### config.mk
export PLATFORM = sky130hd
export DESIGN_NAME = schema_text_tokenizer_top
export DESIGN_NICKNAME = d
export VERILOG_FILES = /design/src/sv/stt_pkg.sv /design/src/sv/schema_text_tokenizer_top.sv /design/src/sv/stt_front.sv /design/src/sv/stt_queue.sv /design/src/sv/stt_back.sv
export SDC_FILE = /design/constraint.sdc
export NUM_CORES = 1
export LEC_CHECK = 0
export ABC_AREA = 1
export BUFFER_PORTS_ARGS = -buffer_cell sky130_fd_sc_hd__clkbuf_2
export CAP_MARGIN = 10
export CORE_AREA = 8 8 174 340
export DETAILED_ROUTE_END_ITERATION = 7
export DIE_AREA = 0 0 182 348
export SETUP_SLACK_MARGIN = 0.1
export SYNTH_ARGS = -nofsm -noshare
export SYNTH_HDL_FRONTEND = slang
export SYNTH_SLANG_ARGS = --single-unit
### constraint.sdc
create_clock -name clk_i -period 17.86 [get_ports clk_i]
set_input_delay 3.572 -clock clk_i [delete_from_list [all_inputs] [get_ports clk_i]]
set_output_delay 3.572 -clock clk_i [all_outputs]
set_load 0.02 [all_outputs]
### src/sv/stt_pkg.sv
// Shared types, token codes and helper functions of the schema text tokenizer.
// Used by every module of the block; depends on nothing else.
package stt_pkg;

  localparam int PosBits = 24;
  localparam int OffBits = 24;
  localparam int LenBits = 16;
  localparam int QDepth  = 4;

  localparam logic [PosBits-1:0] PosMax = {PosBits{1'b1}};
  localparam logic [OffBits-1:0] OffMax = {OffBits{1'b1}};
  localparam logic [LenBits-1:0] LenMax = {LenBits{1'b1}};

  localparam logic [1:0] ModeIdle  = 2'd0;
  localparam logic [1:0] ModeWord  = 2'd1;
  localparam logic [1:0] ModeQuote = 2'd2;

  localparam logic [4:0] KErr  = 5'd0;
  localparam logic [4:0] KReal = 5'd1;
  localparam logic [4:0] KStr  = 5'd2;
  localparam logic [4:0] KInt  = 5'd3;
  localparam logic [4:0] KBool = 5'd4;
  localparam logic [4:0] KOne      = 5'd5;
  localparam logic [4:0] KZeroOne  = 5'd6;
  localparam logic [4:0] KZeroMore = 5'd7;
  localparam logic [4:0] KOneMore  = 5'd8;
  localparam logic [4:0] KLBrace   = 5'd9;
  localparam logic [4:0] KRBrace   = 5'd10;
  localparam logic [4:0] KLParen   = 5'd11;
  localparam logic [4:0] KRParen   = 5'd12;
  localparam logic [4:0] KLBrack   = 5'd13;
  localparam logic [4:0] KRBrack   = 5'd14;
  localparam logic [4:0] KOr       = 5'd15;
  localparam logic [4:0] KTypedef  = 5'd16;
  localparam logic [4:0] KId       = 5'd17;
  localparam logic [4:0] KCallback = 5'd18;
  localparam logic [4:0] KCstr     = 5'd19;
  localparam logic [4:0] KEnd      = 5'd20;

  localparam logic [7:0] ChNul   = 8'h00;
  localparam logic [7:0] ChQuote = 8'h27;
  localparam logic [7:0] ChUnder = 8'h5F;

  localparam logic [31:0] WInt  = 32'h0069_6E74;
  localparam logic [31:0] WStr  = 32'h0073_7472;
  localparam logic [31:0] WBool = 32'h626F_6F6C;
  localparam logic [31:0] WReal = 32'h7265_616C;

  typedef struct packed {
    logic [4:0]         kind;
    logic [OffBits-1:0] offset;
    logic [LenBits-1:0] length;
    logic               last;
  } tok_t;

  // One queue entry holds every token that a single character causes.
  typedef struct packed {
    logic two;
    tok_t first;
    tok_t second;
  } pair_t;

  function automatic logic is_alpha(input logic [7:0] c);
    return (c >= "A" && c <= "Z") || (c >= "a" && c <= "z");
  endfunction

  function automatic logic is_word_char(input logic [7:0] c);
    return is_alpha(c) || (c >= "0" && c <= "9") || c == ChUnder;
  endfunction

  function automatic logic is_blank(input logic [7:0] c);
    return c == " " || c == 8'h09 || c == 8'h0A || c == 8'h0D;
  endfunction

  function automatic logic [4:0] punct_kind(input logic [7:0] c);
    logic [4:0] k;
    unique case (c)
      "!":     k = KOne;
      "?":     k = KZeroOne;
      "*":     k = KZeroMore;
      "+":     k = KOneMore;
      "{":     k = KLBrace;
      "}":     k = KRBrace;
      "(":     k = KLParen;
      ")":     k = KRParen;
      "[":     k = KLBrack;
      "]":     k = KRBrack;
      "|":     k = KOr;
      "@":     k = KTypedef;
      "#":     k = KCallback;
      default: k = KErr;
    endcase
    return k;
  endfunction

  function automatic logic [OffBits-1:0] sat_offset(input logic [PosBits-1:0] p);
    logic [31:0] w;
    w = 32'(p);
    return (w > 32'(OffMax)) ? OffMax : w[OffBits-1:0];
  endfunction

  function automatic logic [LenBits-1:0] span(input logic [PosBits-1:0] from,
                                              input logic [PosBits-1:0] to);
    logic [PosBits-1:0] d;
    logic [31:0]        w;
    d = (to >= from) ? (to - from) : '0;
    w = 32'(d);
    return (w > 32'(LenMax)) ? LenMax : w[LenBits-1:0];
  endfunction

  function automatic tok_t mk_tok(input logic [4:0] kind, input logic [PosBits-1:0] p,
                                  input logic [LenBits-1:0] len);
    tok_t t;
    t.kind   = kind;
    t.offset = sat_offset(p);
    t.length = len;
    t.last   = 1'b0;
    return t;
  endfunction

  function automatic logic [4:0] word_kind(input logic [LenBits-1:0] len,
                                           input logic [31:0] w);
    logic [4:0] k;
    k = KId;
    if (len == LenBits'(3)) begin
      if ({8'h00, w[23:0]} == WInt) k = KInt;
      else if ({8'h00, w[23:0]} == WStr) k = KStr;
    end else if (len == LenBits'(4)) begin
      if (w == WBool) k = KBool;
      else if (w == WReal) k = KReal;
    end
    return k;
  endfunction

endpackage

### src/sv/schema_text_tokenizer_top.sv
// Top level of the schema text tokenizer: front end, token queue, back end.
// Depends on stt_pkg, stt_front, stt_queue and stt_back.
//
//   Channel  Direction  Handshake               Payload
//   in       input      in_valid_i/in_stall_o   char_code_i
//   out      output     out_valid_o/out_stall_i token_kind_o, token_offset_o,
//                                               token_length_o, last_of_run_o
//
// One character is accepted per cycle while the four-entry token queue has room.
// A character's tokens are written into the token queue and then loaded into the output
// register of the back end; a character with two tokens shows them one after the other.
// Reset is asynchronous and active low and clears scan state and the queue.
// Stalling the output fills the queue, which then stalls the input.
module schema_text_tokenizer_top import stt_pkg::*; (
  input  logic               clk_i,
  input  logic               rst_ni,
  input  logic               in_valid_i,
  output logic               in_stall_o,
  input  logic [7:0]         char_code_i,
  output logic               out_valid_o,
  input  logic               out_stall_i,
  output logic [4:0]         token_kind_o,
  output logic [OffBits-1:0] token_offset_o,
  output logic [LenBits-1:0] token_length_o,
  output logic               last_of_run_o
);

  logic  push, full, pop, empty;
  pair_t push_data, head;
  tok_t  out_tok;

  stt_front u_front (
    .clk_i       (clk_i),
    .rst_ni      (rst_ni),
    .in_valid_i  (in_valid_i),
    .in_stall_o  (in_stall_o),
    .char_code_i (char_code_i),
    .q_full_i    (full),
    .push_o      (push),
    .push_data_o (push_data)
  );

  stt_queue u_queue (
    .clk_i       (clk_i),
    .rst_ni      (rst_ni),
    .push_i      (push),
    .push_data_i (push_data),
    .full_o      (full),
    .pop_i       (pop),
    .empty_o     (empty),
    .head_o      (head)
  );

  stt_back u_back (
    .clk_i       (clk_i),
    .rst_ni      (rst_ni),
    .q_empty_i   (empty),
    .q_head_i    (head),
    .pop_o       (pop),
    .out_valid_o (out_valid_o),
    .out_stall_i (out_stall_i),
    .out_tok_o   (out_tok)
  );

  assign token_kind_o   = out_tok.kind;
  assign token_offset_o = out_tok.offset;
  assign token_length_o = out_tok.length;
  assign last_of_run_o  = out_tok.last;

endmodule

### src/sv/stt_front.sv
// Front end of the tokenizer: accepts characters, keeps the scan state and
// forms the tokens of each character as one queue entry. Uses stt_pkg.
module stt_front import stt_pkg::*; (
  input  logic       clk_i,
  input  logic       rst_ni,
  input  logic       in_valid_i,
  output logic       in_stall_o,
  input  logic [7:0] char_code_i,
  input  logic       q_full_i,
  output logic       push_o,
  output pair_t      push_data_o
);

  logic [1:0]         mode_q, mode_d;
  logic [PosBits-1:0] pos_q, pos_d;
  logic [PosBits-1:0] start_q, start_d;
  logic [31:0]        pre_q, pre_d;
  logic               accept;
  logic [1:0]         cnt;
  tok_t               t0, t1, tk;
  logic               idle_path;
  logic [PosBits-1:0] adv;
  logic [4:0]         pk;

  assign in_stall_o = q_full_i;
  assign accept     = in_valid_i && !q_full_i;

  always_comb begin
    mode_d    = mode_q;
    pos_d     = pos_q;
    start_d   = start_q;
    pre_d     = pre_q;
    cnt       = 2'd0;
    t0        = '0;
    t1        = '0;
    tk        = '0;
    idle_path = 1'b0;
    adv       = (pos_q == PosMax) ? pos_q : pos_q + PosBits'(1);
    pk        = punct_kind(char_code_i);

    unique case (mode_q)
      ModeWord: begin
        if (is_word_char(char_code_i)) begin
          pre_d = {pre_q[23:0], char_code_i};
          pos_d = adv;
        end else begin
          t0        = mk_tok(word_kind(span(start_q, pos_q), pre_q), start_q,
                             span(start_q, pos_q));
          cnt       = 2'd1;
          idle_path = 1'b1;
        end
      end
      ModeQuote: begin
        if (char_code_i == ChQuote) begin
          t0     = mk_tok(KCstr, start_q, span(start_q, pos_q));
          cnt    = 2'd1;
          mode_d = ModeIdle;
          pos_d  = adv;
        end else if (char_code_i == ChNul) begin
          t0      = mk_tok(KErr, start_q, span(start_q, pos_q));
          t1      = mk_tok(KEnd, pos_q, '0);
          cnt     = 2'd2;
          mode_d  = ModeIdle;
          pos_d   = '0;
          start_d = '0;
          pre_d   = '0;
        end else begin
          pos_d = adv;
        end
      end
      default: begin
        idle_path = 1'b1;
      end
    endcase

    if (idle_path) begin
      mode_d = ModeIdle;
      if (char_code_i == ChNul) begin
        tk      = mk_tok(KEnd, pos_q, '0);
        pos_d   = '0;
        start_d = '0;
        pre_d   = '0;
      end else begin
        pos_d = adv;
        if (is_blank(char_code_i)) begin
          tk = '0;
        end else if (pk != KErr) begin
          tk = mk_tok(pk, pos_q, LenBits'(1));
        end else if (char_code_i == ChQuote) begin
          mode_d  = ModeQuote;
          start_d = adv;
        end else if (is_alpha(char_code_i)) begin
          mode_d  = ModeWord;
          start_d = pos_q;
          pre_d   = {24'h0, char_code_i};
        end else begin
          tk = mk_tok(KErr, pos_q, LenBits'(1));
        end
      end
      if (char_code_i == ChNul || (!is_blank(char_code_i) && char_code_i != ChQuote &&
          !(pk == KErr && is_alpha(char_code_i)))) begin
        if (cnt == 2'd0) t0 = tk;
        else t1 = tk;
        cnt = cnt + 2'd1;
      end
    end

    if (cnt == 2'd1) t0.last = 1'b1;
    else if (cnt == 2'd2) t1.last = 1'b1;
  end

  assign push_o             = accept && (cnt != 2'd0);
  assign push_data_o.two    = (cnt == 2'd2);
  assign push_data_o.first  = t0;
  assign push_data_o.second = t1;

  always_ff @(posedge clk_i or negedge rst_ni) begin
    if (!rst_ni) begin
      mode_q  <= ModeIdle;
      pos_q   <= '0;
      start_q <= '0;
      pre_q   <= '0;
    end else if (accept) begin
      mode_q  <= mode_d;
      pos_q   <= pos_d;
      start_q <= start_d;
      pre_q   <= pre_d;
    end
  end

  a_end_clears_pos: assert property (@(posedge clk_i) disable iff (!rst_ni)
    accept && char_code_i == ChNul |=> pos_q == '0 && mode_q == ModeIdle)
    else $error("Position not cleared after end of text.");

endmodule

### src/sv/stt_queue.sv
// Short queue of token entries between the front and back ends.
// Uses stt_pkg for the entry type and depth.
module stt_queue import stt_pkg::*; (
  input  logic  clk_i,
  input  logic  rst_ni,
  input  logic  push_i,
  input  pair_t push_data_i,
  output logic  full_o,
  input  logic  pop_i,
  output logic  empty_o,
  output pair_t head_o
);

  localparam int PtrBits = $clog2(QDepth);

  pair_t              mem_q [QDepth];
  logic [PtrBits-1:0] wr_q, rd_q;
  logic [PtrBits:0]   cnt_q;

  assign full_o  = (cnt_q == (PtrBits+1)'(QDepth));
  assign empty_o = (cnt_q == '0);
  assign head_o  = mem_q[rd_q];

  always_ff @(posedge clk_i) begin
    if (push_i) begin
      mem_q[wr_q] <= push_data_i;
    end
  end

  always_ff @(posedge clk_i or negedge rst_ni) begin
    if (!rst_ni) begin
      wr_q  <= '0;
      rd_q  <= '0;
      cnt_q <= '0;
    end else begin
      if (push_i) wr_q <= wr_q + PtrBits'(1);
      if (pop_i) rd_q <= rd_q + PtrBits'(1);
      if (push_i && !pop_i) cnt_q <= cnt_q + (PtrBits+1)'(1);
      else if (pop_i && !push_i) cnt_q <= cnt_q - (PtrBits+1)'(1);
    end
  end

  a_no_overflow: assert property (@(posedge clk_i) disable iff (!rst_ni)
    push_i |-> !full_o)
    else $error("Push into a full queue.");

  a_no_underflow: assert property (@(posedge clk_i) disable iff (!rst_ni)
    pop_i |-> !empty_o)
    else $error("Pop from an empty queue.");

  a_count_range: assert property (@(posedge clk_i) disable iff (!rst_ni)
    cnt_q <= (PtrBits+1)'(QDepth))
    else $error("Queue count out of range.");

endmodule

### src/sv/stt_back.sv
// Back end of the tokenizer: takes queue entries and hands out their tokens
// one at a time through an output register. Uses stt_pkg.
module stt_back import stt_pkg::*; (
  input  logic  clk_i,
  input  logic  rst_ni,
  input  logic  q_empty_i,
  input  pair_t q_head_i,
  output logic  pop_o,
  output logic  out_valid_o,
  input  logic  out_stall_i,
  output tok_t  out_tok_o
);

  logic valid_q;
  tok_t tok_q;
  logic sec_v_q;
  tok_t sec_q;
  logic free;

  assign free  = !valid_q || !out_stall_i;
  assign pop_o = free && !sec_v_q && !q_empty_i;

  always_ff @(posedge clk_i or negedge rst_ni) begin
    if (!rst_ni) begin
      valid_q <= 1'b0;
      sec_v_q <= 1'b0;
    end else if (free) begin
      if (sec_v_q) begin
        valid_q <= 1'b1;
        sec_v_q <= 1'b0;
      end else begin
        valid_q <= !q_empty_i;
        sec_v_q <= !q_empty_i && q_head_i.two;
      end
    end
  end

  always_ff @(posedge clk_i) begin
    if (free) begin
      if (sec_v_q) begin
        tok_q <= sec_q;
      end else begin
        tok_q <= q_head_i.first;
        sec_q <= q_head_i.second;
      end
    end
  end

  assign out_valid_o = valid_q;
  assign out_tok_o   = tok_q;

  a_second_behind_first: assert property (@(posedge clk_i) disable iff (!rst_ni)
    sec_v_q |-> valid_q && !tok_q.last)
    else $error("Second token pending without its first token shown.");

endmodule

Word level (Yosys, flattened, before mapping)
Memories as Yosys holds them, arrays and structs flattened.
Index checks and enable logic that the tools add are counted.
W data, S select, Z words.
{"block": "op_classes", "muxes": 79, "n_lt_le_gt_ge": 8, "reduce_logical": 43, "addsub": 7, "bitwise_logic": 1, "n_eq_ne": 33}
{"operator": "$mux W46", "count": 16}
{"operator": "$mux W24", "count": 15}
{"operator": "$mux W32", "count": 9}
{"operator": "$pmux W46 S2", "count": 1}
{"operator": "$mux W41", "count": 2}
{"operator": "$eq A8 B6 Y1 const B", "count": 9}
{"operator": "$pmux W5 S13", "count": 1}
{"operator": "$eq A32 B31 Y1 const B", "count": 2}
{"operator": "$pmux W32 S2", "count": 1}
{"operator": "$eq A8 B7 Y1 const B", "count": 7}
{"operator": "$eq A24 B23 Y1 const B", "count": 2}
{"operator": "$pmux W24 S2", "count": 1}
{"operator": "$mux W5", "count": 6}
{"operator": "$add A24 B1 Y24 const B", "count": 1}
{"operator": "$eq A24 B24 Y1 const B", "count": 1}
{"operator": "$eq A8 B4 Y1 const B", "count": 3}
{"operator": "$ge A24 B24 Y1", "count": 1}
{"operator": "$gt A24 B16 Y1 const B", "count": 1}
{"operator": "$mux W2", "count": 12}
{"operator": "$sub A24 B24 Y24", "count": 1}
{"operator": "$eq A16 B2 Y1 const B", "count": 1}
{"operator": "$eq A16 B3 Y1 const B", "count": 1}
{"operator": "$ge A8 B7 Y1 const B", "count": 2}
{"operator": "$le A8 B7 Y1 const B", "count": 2}
{"operator": "28 further kinds", "count": 73}
{"block": "totals", "output_inout_bits": 48, "ram_bits": 372, "regBits": 183, "input_bits": 12, "memories": 1}
{"memory": "u_queue.mem_q", "depth": 4, "word_bits": 93, "read_ports": 1, "rd_ports_with_merged_regs": 0, "wr": 1, "line": "stt_queue.sv:16", "rtl": "pair_t mem_q [QDepth];"}

Logic depth before layout (Yosys ltp)
Gate-level depths: netlist (run 1).
{"block": "depth", "ltp_word": 16, "ltp_mapped": 25, "depth_no_buf": 25}

Hierarchy
A second synthesis (run 1) with hierarchy kept.
{"block": "hier_totals", "hier_cells": 2959, "hier_area_um2": 28402.2}
{"module": "stt_queue", "instances": 1, "cells_per_inst": 1133, "area_per_inst_um2": 15432.3, "seq_area_each_um2": 11345.9}
{"module": "stt_front", "instances": 1, "cells_per_inst": 1574, "area_per_inst_um2": 9517.9, "seq_area_each_um2": 2052.0}
{"module": "stt_back", "instances": 1, "cells_per_inst": 252, "area_per_inst_um2": 3452.1, "seq_area_each_um2": 2812.7}

Least setup slack after synthesis (run 1)
Ideal clock, no wire load.
{"block": "synth_path", "kind": "input-to-reg", "start": "input char_code_i[0]", "end": "memory u_queue.mem_q[0][0] in the netlist's numbering, enable pin", "setup_time_ns": 0.513, "arrival_ns": 8.707, "path_buffers": 0, "path_slack_ns": 8.641, "required_time_ns": 17.347, "path_stages": 19, "path_cell_list": "nor2_1 -> inv_1 -> nor2_4 -> nand2_2 -> nand3_4 -> nand2_4 -> nor2_8 -> inv_4 -> nor2_4 -> inv_4 -> nand2_1 -> nand2_2 -> ha_1 -> nand2_1 -> nand2_1 -> o21ai_1 -> a21oi_4 -> inv_2 -> nor2_1"}
{"block": "synth_between", "elab_chain_cells": 14, "elab_cells_between_ends": 57, "classes_between": "1 x add/sub; 6 x order compare; 20 x eq/ne; 11 x mux; 19 x reduce/logical"}
{"element": "start, declared", "line": "schema_text_tokenizer_top.sv:19", "rtl": "input logic [7:0] char_code_i,"}
{"element": "$ge A8 B7 Y1, or another cell as far along", "line": "stt_pkg.sv:64", "rtl": "return (c >= \"A\" && c <= \"Z\") || (c >= \"a\" && c <= \"z\");"}
{"element": "$logic_and A1 B1 Y1 or $logic_or A1 B1 Y1 (tied branches)", "line": "stt_pkg.sv:64, stt_pkg.sv:72"}
{"element": "$logic_or A1 B1 Y1, on equally long branches", "line": "stt_pkg.sv:64, stt_pkg.sv:72"}
{"element": "$logic_or A1 B1 Y1, on equally long branches", "line": "stt_pkg.sv:68, stt_pkg.sv:72"}
{"element": "$logic_or A1 B1 Y1 or $logic_not A1 Y1 (tied branches)", "line": "stt_pkg.sv:68, stt_front.sv:100"}
{"element": "$mux W1 or $logic_and A1 B1 Y1 (tied branches)", "line": "stt_front.sv:43, stt_front.sv:100"}
{"element": "$pmux W2 S2 or $logic_and A1 B1 Y1 (tied branches)", "line": "stt_front.sv:41, stt_front.sv:100"}
{"element": "$add A2 B1 Y2 or $logic_or A1 B1 Y1 (tied branches)", "line": "stt_front.sv:104, stt_front.sv:100"}
{"element": "$mux W2", "line": "stt_front.sv:100", "rtl": "if (char_code_i == ChNul || (!is_blank(char_code_i) && char_code_i != ChQuote &&"}
{"element": "$mux W2 *", "line": "stt_front.sv:76", "rtl": "if (idle_path) begin"}
{"element": "$reduce_bool A2 Y1 *", "line": "stt_front.sv:112", "rtl": "assign push_o = accept && (cnt != 2'd0);"}
{"element": "$logic_and A1 B1 Y1 *", "line": "stt_front.sv:112"}
{"element": "net push", "line": "schema_text_tokenizer_top.sv:28", "rtl": "logic push, full, pop, empty;"}
{"element": "$mux W1 *", "line": "stt_queue.sv:25", "rtl": "if (push_i) begin"}
{"element": "$mux W1 (not written as such) *", "line": "stt_queue.sv:26", "rtl": "mem_q[wr_q] <= push_data_i;"}
{"element": "end, declared", "line": "stt_queue.sv:16"}
Mark *: on every way through the listed nets, which the timed path passes. The rest lies on a longest branch.

Worst setup path after layout (run 1)
{"block": "layout_path", "start": "input char_code_i[1]", "end": "memory u_queue.mem_q[0][24] in the netlist's numbering, enable pin"}
Same word-level chain as after synthesis.

==> results of run 1 <==
[final cells by class]
cell class | count | area share, %
clock buffer | 48 | 4.25
multi-input combinational | 1638 | 32.1
inverter | 277 | 4.06
clock inverter | 32 | 1.38
timing repair buffer | 79 | 1.72
tap | 682 | 3.28
sequential | 476 | 53.3
[cell usage after synthesis, drive strengths merged (32+ instances only)]
library cell | number | area share (%)
nand3 | 96 | 2.1
nand2 | 360 | 5.9
nand4 | 32 | 0.91
o22ai | 76 | 2.1
edfxtp | 385 | 49
a31oi | 46 | 1.2
nor2 | 443 | 7.5
ha | 33 | 1.7
dfrtp | 91 | 9.6
clkbuf | 79 | 1.3
inv | 276 | 4.4
buf | 43 | 1.2
a21oi | 86 | 1.9
o21ai | 323 | 6.8
[metrics by stage]
stage,setup WS (ns),hold slack (ns)
2_1_floorplan,8.64,0.477
3_3_place_gp,9.23,0.513
3_5_place_dp,9.24,0.513
4_1_cts,9.82,0.530
5_1_grt,9.45,0.553
6_report,9.85,0.528
[cell families (layout without fill, tap and decap cells)]
logic type      count (synthesis)  in the layout  synth area share (%)
xor+xnor                       37             37                  1.36
compound gates                578            578                  13.7
simple gates                  988            988                  17.9
buf+inv                       400            436                  6.90
flops                         476            476                  58.2
fa+ha+maj                      35             35                  1.91
[report_power, final]
part | internal, mW | switching, mW
sequential | 1.56 | 0.173
combinational | 0.592 | 1.49
clock | 0.531 | 0.431
[critical path: cells and delay by family]
| kind | cells | cell delay [ns] |
|---|---|---|
| buffers and inverters | 6 | 1.38 |
| AO/OA/AOI/OAI | 2 | 0.40 |
| AND/OR/NAND/NOR | 12 | 2.46 |
| adder cells (fa/ha/maj) | 1 | 0.31 |
[sequential cells by signal (all words and copies together) (netlist names)]
name,cells
u_queue.mem_q,308
u_back.out_tok_o,46
u_front.start_q,24
u_queue.cnt_q,3
u_back.sec_q,31
u_front.pos_q,24
u_back.sec_v_q,1
u_front.mode_q,2
u_back.out_valid_o,1
u_queue.wr_q,2
u_front.pre_q,32
u_queue.rd_q,2
[final timing paths]
| kind | endpoint | depth (start not counted) | slack (ns) |
|---|---|---|---|
| worst min-delay path | u_front.mode_q[0] | 2 | 0.53 |
| worst max register to register | u_queue.mem_q[2][87] | 22 | 12.75 |
| max in group asynchronous | u_front.pre_q[30] | 2 | 13.72 |
| worst max-delay path | u_queue.mem_q[0][24] | 21 | 9.85 |
| worst min register to register | u_front.mode_q[0] | 2 | 0.53 |
| min in group asynchronous | u_front.start_q[16] | 1 | 2.95 |
[routing by layer]
metal | part of all wire, % | GRT usage (%)
met3 | 5.0 | 2.05
met5 | 0 | 0
met2 | 47 | 33.2
met4 | 4.2 | 8.35
met1 | 43 | 26.2
==> results.cfg, run 1 <==
[grt]
grt_max_degree = 90
first_global_vias = 17000
track_usage_pct = 19.9
antenna_found_initial = 0
grt_pass1_wl_um = 99100
grt_overflow_total = 0

[synthesis]
ys_seq_elements = 476
syn_inst = 2514
synth.avg_cell_area_um2 = 9.45
ys_seq_area_share_pct = 58.2
synth_warnings = 0
synth.cell_area_um2 = 23800
synth_fp_nets = 2561
synth_edf_count = 385
yosysUniqueCellTypes = 60
async_reset_ff_share_pct = 19.1
synthFlopType = edfxtp_1

[power_and_ir_drop]
leakagePower_nw = 10.0
power_mw = 4.78
p_per_area_nw_per_um2 = 184
peakVddDrop_mv = 0.125

[die]
start_util_pct = 43.3
core_um2 = 55000
die_area_um2 = 63300
die_h_um = 348
num_rows = 122
io_pins = 60
die_w_um = 182

[finish]
final_cells = 3232
diodes = 0
multi_input_area_um2 = 8330
final_core_util_pct = 47.3
drive_gt1_share_pct = 9.14
syn_to_final_growth_pct = 9.38
layout_common_cells = 419 x nor2_1, 385 x edfxtp_1, 349 x nand2_1, 290 x o21ai_0, 250 x inv_1
layout_commonest_cell = nor2_1
final_area_um2 = 26000
fillers = 5128
nets = 2562
seq_area_um2 = 13800

[critical_path]
worstSetupEndpointType = flop
r2r-start = u_front.pos_q[0]
startpoint_type = input port
crit_start = char_code_i[1]
worst_ep_arrival_time_ns = 8.20
path_max_fanout = 51
crit_slowest_cell = nor2_4
required_ns = 18.05
slowest_delay_ns = 0.87
path_class = input port to flop
path_cells = clkbuf_2, nor2_1, inv_1, nor2_4, nand2_2, nand3_4, nand2_4, nor2_8, inv_4, nor2_4, inv_4, nand2_1, nand2_2, ha_1, nand2_1, nand2_1, o21ai_1, a21oi_4, inv_2, nor2_4, buf_4

[timing]
setup_viol = 0
post-route-period-util_pct = 44.8
slew_viol_final = 0
worstMarginPinSlew_ns = 1.15
min_period_ns = 8.01
skew_ns = 0.0204
tns_ns = 0
rsz0062_at_grt = false
fmax_mhz = 125
hold_viol = 0
slew_headroom_pct = 22.8

[drt]
drc_errors = 0
firstDrtPassIters = 6
drt_iter0_markers = 1379
via_per_inst = 5.56
routed_wl_um = 64400
post_drt_wl_per_cell_um = 19.9
drtAntennaViolNets = 0
via_count = 18000

[placement]
dpl.hpwl_um = 43000
place_congestion = 0.923
dpl.cell_count = 3152
io_buffer_count = 59
dpl_cell_area_um2 = 24500

[clock_network]
ctsHoldBuffers = 0
ctsResizeCount = 0
cts_root_buf = clkbuf_16
cts_setup_buffers = 0
h-tree-depth = 2
cts_tree = yes
path_clk_slew_ns = 0.07
cts_made_buffers = 43
clk_latency_ns = 0.58
clock_path_buffers = 3
cts.sinks = 476

[min_path]
hold_path.class = flop to flop
hp-start = u_front.mode_q[0]

[status]
status = finished, final reports clean

[flow_run]
drv_cap = 0
(Power assumes the default switching activity.)
==> run 2: changes to the inputs <==
--- a/config.mk
+++ b/config.mk
@@ -5,12 +5,12 @@
 export SDC_FILE = /design/constraint.sdc
 export NUM_CORES = 1
 export LEC_CHECK = 0
-export ABC_AREA = 1
+export ABC_AREA = 0
 export BUFFER_PORTS_ARGS = -buffer_cell sky130_fd_sc_hd__clkbuf_2
 export CAP_MARGIN = 10
-export CORE_AREA = 8 8 174 340
+export CORE_AREA = 8 8 167 326
 export DETAILED_ROUTE_END_ITERATION = 7
-export DIE_AREA = 0 0 182 348
+export DIE_AREA = 0 0 175 334
 export SETUP_SLACK_MARGIN = 0.1
 export SYNTH_ARGS = -nofsm -noshare
 export SYNTH_HDL_FRONTEND = slang
==> constraint.sdc (replaced) <==
create_clock -name clk_i -period 8.2 [get_ports clk_i]
set_input_delay 1.64 -clock clk_i [delete_from_list [all_inputs] [get_ports clk_i]]
set_output_delay 1.64 -clock clk_i [all_outputs]
set_load 0.02 [all_outputs]
==> run 2 against run 1 <==
Effect of this change:
- critical path depth down 9
- flip-flop and latch count stayed put
- core utilization up 0.54 points
- synthesized cell count decreased by 40%
- sequential power is 110% higher
- power up 72%
- cell area fell by 7.8%
- cell count down 31%
- combinational power is 26% higher
- critical endpoint is now u_queue.mem_q[2][76]
- largest power group is now sequential cells
==> results.cfg, run 2 <==
[drt]
drtAntennaViolNets = 0
routed_wl_um = 54900
post_drt_wl_per_cell_um = 24.6
drc_errors = 0
drt_iter0_markers = 944
via_per_inst = 5.87
firstDrtPassIters = 5
via_count = 13100

[die]
num_rows = 116
die_w_um = 175
io_pins = 60
die_h_um = 334
die_area_um2 = 58500
core_um2 = 50100
start_util_pct = 43.4

[grt]
antenna_found_initial = 0
grt_max_degree = 64
grt_pass1_wl_um = 84200
grt_overflow_total = 0
track_usage_pct = 18.9
first_global_vias = 13800

[finish]
layout_common_cells = 385 x edfxtp_1, 107 x nand2_1, 88 x dfrtp_1, 86 x a21oi_1, 82 x o21ai_0
nets = 1593
regMostFlops = u_queue.mem_q
diodes = 0
layout_commonest_cell = edfxtp_1
largest_register_ff_count = 308
final_area_um2 = 24000
drive_gt1_share_pct = 19.4
syn_to_final_growth_pct = 10.1
fillers = 4398

[timing]
setup_viol = 0
rsz0062_at_grt = false
slew_viol_final = 0
post-route-period-util_pct = 69.3
min_period_ns = 5.69
hold_viol = 0
tns_ns = 0
worstMarginPinSlew_ns = 1.04
skew_ns = 0.0183
fmax_mhz = 176
slew_headroom_pct = 30.7
setup_slack_ns = 2.51

[synthesis]
synthFlopType = edfxtp_1
ys_seq_area_share_pct = 63.6
synth.most_common_cell = edfxtp_1
async_reset_ff_share_pct = 19.1
synthTopCellsByCount = 385 x edfxtp_1, 108 x nand2_1, 91 x dfrtp_1, 88 x a21oi_1, 82 x o21ai_0
synth_fp_nets = 1552
synth.avg_cell_area_um2 = 14.5
yosysUniqueCellTypes = 93
synth.area.top_cells = edfxtp_1 53%, dfrtp_1 10%, mux4_2 8.0%
yosysTopAreaCellShare_pct = 53.1
synth_edf_count = 385
synth_warnings = 0
synth_top_area_cell = edfxtp_1
ys_seq_elements = 476
syn_inst = 1505
synth.cell_area_um2 = 21800

[clock_network]
cts_setup_buffers = 0
ctsResizeCount = 0
cts_made_buffers = 42
path_clk_slew_ns = 0.06
cts_tree = yes
ctsHoldBuffers = 0
cts.sinks = 476
h-tree-depth = 2
clk_latency_ns = 0.57
clock_path_buffers = 3
cts_root_buf = clkbuf_16

[power_and_ir_drop]
power_mw = 8.21
p_per_area_nw_per_um2 = 342
leakagePower_nw = 8.42
peakVddDrop_mv = 0.223

[critical_path]
worstSetupEndpointType = flop
startpoint_type = input port
r2r-start = u_front.pos_q[0]
worst_ep_arrival_time_ns = 5.94
required_ns = 8.45
path_class = input port to flop
reg2reg_depth = 12
regToRegEndpoint = u_queue.mem_q[3][89]
path_max_fanout = 42
reg2reg_setup_slack_ns = 3.51

[placement]
dpl_cell_area_um2 = 22600
dpl.hpwl_um = 37400
place_ws_ns = 1.93
place_congestion = 0.882
io_buffer_count = 59

[min_path]
hold_path.class = flop to flop
holdPathEnd = u_front.pre_q[31]
hp-start = u_front.pre_q[31]
hold_depth = 1

[status]
status = finished, final reports clean

[flow_run]
drv_cap = 0
## run 2: changes by cell type after synthesis, sizes merged, moves of 55 or more
cell   delta
o21ai   -231
nand3    -59
inv     -231
a22o     +55
nor2    -381
mux4     +77
nand2   -250
o22ai    -70
## run 2: worst max path at each step
stage,start,to,slack [ns],depth (start not counted)
2_1_floorplan,char_code_i[6],u_queue.mem_q[0][0],2.00,11
3_3_place_gp,char_code_i[5],u_queue.mem_q[2][67],2.01,12
3_5_place_dp,char_code_i[5],u_queue.mem_q[2][67],1.93,12
4_1_cts,char_code_i[5],u_queue.mem_q[2][76],2.53,12
5_1_grt,char_code_i[5],u_queue.mem_q[2][76],2.09,12
6_report,char_code_i[5],u_queue.mem_q[2][76],2.51,12
## run 2: logic make-up after synthesis
family          after synthesis  share of synthesized area, %
fa+ha+maj                    35                          2.08
buf+inv                     130                          3.23
mux                         114                          9.89
compound gates              344                          10.8
flops                       476                          63.6
xor+xnor                     29                          1.17
simple gates                377                          9.24
## run 2: cell type report
cell class / count / area, um2 / area share [%]
flip-flops and latches: 476 / 13800 / 57.8
inverters: 45 / 169 / 0.705
clock inverters: 23 / 263 / 1.10
well taps: 649 / 812 / 3.39
clock buffers: 54 / 1120 / 4.66
multi-input cells: 899 / 7260 / 30.3
repair buffers: 82 / 495 / 2.07
## run 2: report_power, final
part	internal (mW)	switching [mW]
clock	1.13	0.890
sequential	3.25	0.313
combinational	1.03	1.58
total	5.42	2.79
## run 2: through the flow
stage | cells | utilization (%) | hold WS [ns]
2_1_floorplan | 1505 | - | 0.456
3_3_place_gp | 2151 | 45.1 | 0.479
3_5_place_dp | 2151 | 45.1 | 0.486
4_1_cts | 2228 | 47.8 | 0.505
5_1_grt | 2228 | 47.8 | 0.522
6_report | 2228 | 47.8 | 0.497
## run 2: metal layers
metal  part of all wire [%]  global-route usage [%]
met5                      0                       0
met4                    6.2                    11.9
met1                     36                    20.0
met2                     55                    35.2
met3                    3.4                    1.98
## run 2: worst max-delay path, stage by stage
cell and delay (ns):
clkbuf_2 0.26, nor3b_1 0.60, and3_1 0.28, buf_4 0.32, nand2_1 0.19, a21oi_1 0.43, inv_1 0.15, ha_1 0.33
nor2_1 0.07, a221oi_2 0.52, and2_4 0.72, buf_4 0.36
